File: src/rtl/stc_pkg.sv
`timescale 1ns / 1ps
// ----------------------------------------------------------------------------
// stc_pkg: shared types and constants of the corner response block
// Widths of the gradient, column-sum, window-sum and product paths, the
// register map and the structs that pass between the front, queue and back.
// ----------------------------------------------------------------------------
package stc_pkg;

  // image and window limits
  localparam int MAX_WIDTH  = 1024;
  localparam int MAX_HEIGHT = 1024;
  localparam int MAX_RADIUS = 7;
  localparam int LANES      = 2 * MAX_RADIUS + 1;
  localparam int SLOT_W     = $clog2(LANES);

  // field widths
  localparam int GRAD_W   = 16;
  localparam int LANE_W   = 2 * GRAD_W;
  localparam int ROW_W    = 10;
  localparam int COL_W    = 10;
  localparam int DIM_W    = 11;
  localparam int RAD_W    = 3;
  localparam int DTHR_W   = 24;
  localparam int RTHR_W   = 15;
  localparam int RESP_W   = 15;
  localparam int LIN_W    = 21;

  // configuration port
  localparam int CFG_IDX_W  = 3;
  localparam int CFG_DATA_W = 24;

  // arithmetic widths
  localparam int CS_W      = 34;             // column sum of squares
  localparam int CSXY_W    = 35;             // column sum of cross terms, signed
  localparam int WS_W      = 38;             // window sum of squares
  localparam int TR_W      = 39;             // trace, magnitude, signed cross sum
  localparam int MUL_LO_W  = 20;             // low half of a multiplier operand
  localparam int PROD_W    = TR_W + MUL_LO_W;
  localparam int PP_W      = 2 * TR_W;       // full product
  localparam int FRAC_W    = 16;             // ratio fraction bits
  localparam int NUM_W     = PP_W + FRAC_W;
  localparam int DTHR_SH   = 32;             // det threshold scaling
  localparam int RESP_MAX  = 16384;

  // reset values of the registers
  localparam int RST_WIDTH     = 1024;
  localparam int RST_HEIGHT    = 1024;
  localparam int RST_RADIUS    = 3;
  localparam int RST_DET_THR   = 1000;
  localparam int RST_RATIO_THR = 13107;

  localparam int QUEUE_DEPTH = 2;
  localparam int QPTR_W      = $clog2(QUEUE_DEPTH);

  typedef enum logic [CFG_IDX_W-1:0] {
    REG_WIDTH,
    REG_HEIGHT,
    REG_RADIUS,
    REG_DET_THR,
    REG_RATIO_THR
  } reg_idx_e;

  // clamped configuration as seen by the datapath
  typedef struct packed {
    logic [DIM_W-1:0]  width;
    logic [DIM_W-1:0]  height;
    logic [RAD_W-1:0]  radius;
    logic [DTHR_W-1:0] det_thr;
    logic [RTHR_W-1:0] ratio_thr;
  } cfg_t;

  // one classified pixel: its column sums and the window center it reports
  typedef struct packed {
    logic [CS_W-1:0]   xx;
    logic [CS_W-1:0]   yy;
    logic [CSXY_W-1:0] xy;
    logic [ROW_W-1:0]  center_row;
    logic [COL_W-1:0]  center_col;
    logic              in_region;
  } col_item_t;

endpackage

File: src/rtl/stc_queue.sv
`timescale 1ns / 1ps
// ----------------------------------------------------------------------------
// stc_queue: short queue between front and back
// Holds classified pixels so that intake and response math stall apart.
// ----------------------------------------------------------------------------
module stc_queue (
  input  logic               clk_i,
  input  logic               rst_ni,
  input  logic               push_i,
  input  stc_pkg::col_item_t push_data_i,
  output logic               full_o,
  input  logic               pop_i,
  output logic               valid_o,
  output stc_pkg::col_item_t pop_data_o
);

  stc_pkg::col_item_t          entry_q [stc_pkg::QUEUE_DEPTH];
  logic [stc_pkg::QPTR_W-1:0]  wr_ptr_q;
  logic [stc_pkg::QPTR_W-1:0]  rd_ptr_q;
  logic [stc_pkg::QPTR_W:0]    count_q;

  assign full_o     = (count_q == (stc_pkg::QPTR_W+1)'(stc_pkg::QUEUE_DEPTH));
  assign valid_o    = (count_q != '0);
  assign pop_data_o = entry_q[rd_ptr_q];

  // store beats
  always_ff @(posedge clk_i) begin
    if (push_i) begin
      entry_q[wr_ptr_q] <= push_data_i;
    end
  end

  // advance pointers and fill count
  always_ff @(posedge clk_i or negedge rst_ni) begin
    if (!rst_ni) begin
      wr_ptr_q <= '0;
      rd_ptr_q <= '0;
      count_q  <= '0;
    end else begin
      if (push_i) begin
        wr_ptr_q <= wr_ptr_q + 1'b1;
      end
      if (pop_i) begin
        rd_ptr_q <= rd_ptr_q + 1'b1;
      end
      if (push_i && !pop_i) begin
        count_q <= count_q + 1'b1;
      end else if (pop_i && !push_i) begin
        count_q <= count_q - 1'b1;
      end
    end
  end

endmodule

File: config.mk
export PLATFORM = sky130hd
export DESIGN_NAME = stc_queue
export DESIGN_NICKNAME = d
export VERILOG_FILES = /design/src/rtl/stc_pkg.sv /design/src/rtl/stc_queue.sv
export SDC_FILE = /design/constraint.sdc
export NUM_CORES = 1
export LEC_CHECK = 0
export BUFFER_PORTS_ARGS = -buffer_cell sky130_fd_sc_hd__buf_2
export CORE_MARGIN = 2
export CORE_UTILIZATION = 52
export CTS_CLUSTER_SIZE = 24
export DETAILED_ROUTE_END_ITERATION = 6
export GPL_ROUTABILITY_DRIVEN = 1
export MAX_ROUTING_LAYER = met4
export PLACE_DENSITY = 0.79
export SLEW_MARGIN = 20
export SYNTH_ARGS = -nofsm -noshare
export SYNTH_HDL_FRONTEND = slang
export SYNTH_SLANG_ARGS = --single-unit
File: constraint.sdc
create_clock -name clk_i -period 8.65 [get_ports clk_i]
set_input_delay 0.4325 -clock clk_i [delete_from_list [all_inputs] [get_ports clk_i]]
set_output_delay 0.4325 -clock clk_i [all_outputs]
set_load 0.02 [all_outputs]
==> results.cfg <==
[cells_and_area]
nNetsFinal = 802
final_util = 0.6621
drive_gt1_frac = 0.6041
area_growth_pct = 23.54
nFillCells = 1162
final_area_um2 = 11530

[route]
wirelength_um = 16830
remaining_drc_errors = 0
dr.first_iter.drc_count = 258
route.antenna.remaining_nets = 0
dr.pass1.iters = 6
via_per_inst = 5.140
vias = 4703
wire_per_inst_um = 18.39

[outcome]
outcome = completed

[pwr]
sequentialPowerShare = 0.447
p_leak_nw = 4.486
p_comb_frac = 0.316
switching_share = 0.3136
p_int_mw = 2.683
p_switching_mw = 1.226
p_clk_frac = 0.237
power_mw = 3.909
power.density_nw_per_um2 = 339.0
peakVddDrop_uv = 256.2

[logic_synthesis]
netlist_area_um2 = 9334
synth_cell_types = 14
syn-mean-instance-area_um2 = 23.22
postSynthCellCount = 402
synth_fp_nets = 531
synth_seq_cells = 252
synth-warning-count = 0
synth-seq-area-share = 0.8086

[placement]
pre_cts_ws_ns = 5.639
place_congestion = 0.7443
post-dp-hpwl_um = 11130
io_buffers = 253
place_area_um2 = 10810

[global_routing]
grt_pass1_wl_um = 24360
grt_max_degree = 66
grtUsageTotal = 0.1722
first_global_vias = 4797
gr-total-overflow = 0
antenna_found_initial = 3

[timing]
min_period_ns = 3.524
max-slew-margin-rel = 0.3345
worst_slew_pin_slew_ns = 0.9982
hold_viol = 0
final.setup.tns_ns = 0
rsz0062_at_grt = false
fin_ws_ns = 5.126
min_period_over_period = 0.4074
max_freq_mhz = 283.8
maxSlewViolCount = 0
setup_viol = 0
fin_skew_ns = 0.01158

[clocking]
cts-root-buf = clkbuf_16
cts.hold.buffers_added = 1
cts_tree = yes
post_cts_resized = 0
clk_latency_ns = 0.51
h-tree-depth = 1
clkSinkCount = 252
numCtsBuffers = 25
cts_buffer_depth = 3
clk_pin_slew_ns = 0.06
post_cts_buffers = 0

[worst_setup_path]
endpoint_kind = primary output
critPathKind = reg -> out
crit_fanout = 63
crit_required_ns = 8.22
startpoint_type = flip-flop
arrival_ns = 3.09

[die]
start_util = 0.5359
die_w_um = 138.0
rows = 48
io-pin-count = 254
coreArea_um2 = 17420
die_h_um = 138.0
dieArea_um2 = 19040

[run]
cap_violations = 0

[min_path]
hold_class = in -> reg
final timing paths:
path / slack [ns] / depth (start not counted) / end / startpoint
setup / recovery: 5.13 / 3 / pop_data_o[25] / rd_ptr_q$_DFFE_PN0P_
hold / removal: 0.11 / 1 / entry_q[1][40]$_DFFE_PP_ / push_data_i[40]
setup reg to reg: 6.27 / 2 / entry_q[1][8]$_DFFE_PP_ / wr_ptr_q$_DFFE_PN0P_
hold reg to reg: 0.51 / 1 / count_q[1]$_DFFE_PN0P_ / count_q[1]$_DFFE_PN0P_
max in group asynchronous: 8.26 / 2 / rd_ptr_q$_DFFE_PN0P_ / rst_ni
min in group asynchronous: 0.26 / 2 / count_q[1]$_DFFE_PN0P_ / rst_ni
Yosys cell counts:
cell type	count	area [µm²]
and2_1	1	6.260
buf_2	7	35.03
buf_6	7	78.83
dfrtp_1	4	100.1
edfxtp_1	248	7447
ha_1	1	12.51
inv_1	1	3.750
mux2_2	74	833.3
mux2_4	50	750.7
nor2_1	1	3.750
nor2b_1	2	12.51
or2_2	1	6.260
xnor2_1	1	8.760
xor2_1	4	35.03
layout make-up:
class                      instances  area, µm²  area share
antenna                            3      7.507   0.0006510
clock buffer                      30      644.4     0.05588
clock inverter                    11      57.56    0.004991
inverter                           1      3.754   0.0003255
multi-input combinational        135       1679      0.1456
sequential                       252       7551      0.6548
tap                              225      281.5     0.02441
timing repair buffer             258       1306      0.1133
power groups by stage:
stage | clock (mW) | combinational, mW | sequential [mW]
5_1_grt | 1.00 | 1.32 | 1.77
4_1_cts | 0.951 | 1.25 | 1.75
2_1_floorplan | 0 | 0.965 | 1.72
6_report | 0.926 | 1.24 | 1.75
3_3_place_gp | 0 | 1.23 | 1.76
3_5_place_dp | 0 | 1.24 | 1.77
flip-flops by register name, indices dropped and copies added, names as in the netlist:
| register | cells |
|---|---|
| rd_ptr_q | 1 |
| wr_ptr_q | 1 |
| entry_q | 248 |
| count_q | 2 |
metal layers:
metal / track usage / vias up / wire [µm]
li1: - / 2142 / -
met1: 0.2024 / 2297 / 6447
met2: 0.2888 / 216 / 8367
met3: 0.04094 / 48 / 1518
met4: 0.06803 / 0 / 496
met5: - / - / 0
cells by family (layout without fill, tap and decap cells):
logic type	Yosys count	in the layout	share of synthesized area
flip-flops	252	252	0.8086
multiplexers	124	124	0.1697
buffers and inverters	15	300	0.01260
XOR/XNOR	5	5	0.004691
AND/OR/NAND/NOR	5	5	0.003083
adder cells (fa/ha/maj)	1	1	0.001340
other	0	3	0
stage by stage:
step	std cells	hold WS, ns
3_3_place_gp	870	0.2430
6_report	915	0.1067
2_1_floorplan	402	0.1369
5_1_grt	915	0.08547
4_1_cts	912	0.08682
3_5_place_dp	870	0.2466
cell usage in the layout (no fill, tap or decap), drive strengths merged:
| cell type | Yosys | layout |
|---|---|---|
| xnor2 | 1 | 1 |
| dfrtp | 4 | 4 |
| edfxtp | 248 | 248 |
| nor2 | 1 | 1 |
| xor2 | 4 | 4 |
| mux2 | 124 | 124 |
| inv | 1 | 2 |
| clkinv | 0 | 9 |
| diode | 0 | 3 |
| nor2b | 2 | 2 |
| buf | 14 | 257 |
| clkbuf | 0 | 30 |
| clkinvlp | 0 | 1 |
| dlygate4sd3 | 0 | 1 |
| and2 | 1 | 1 |
| ha | 1 | 1 |
| or2 | 1 | 1 |
worst max-delay path: stages, from the launching register on:
cell	delay (ns)
dfrtp_4	1.03
buf_4	0.86
mux2_2	0.43
buf_2	0.17
No activity file was read; power rests on OpenSTA's default activity.
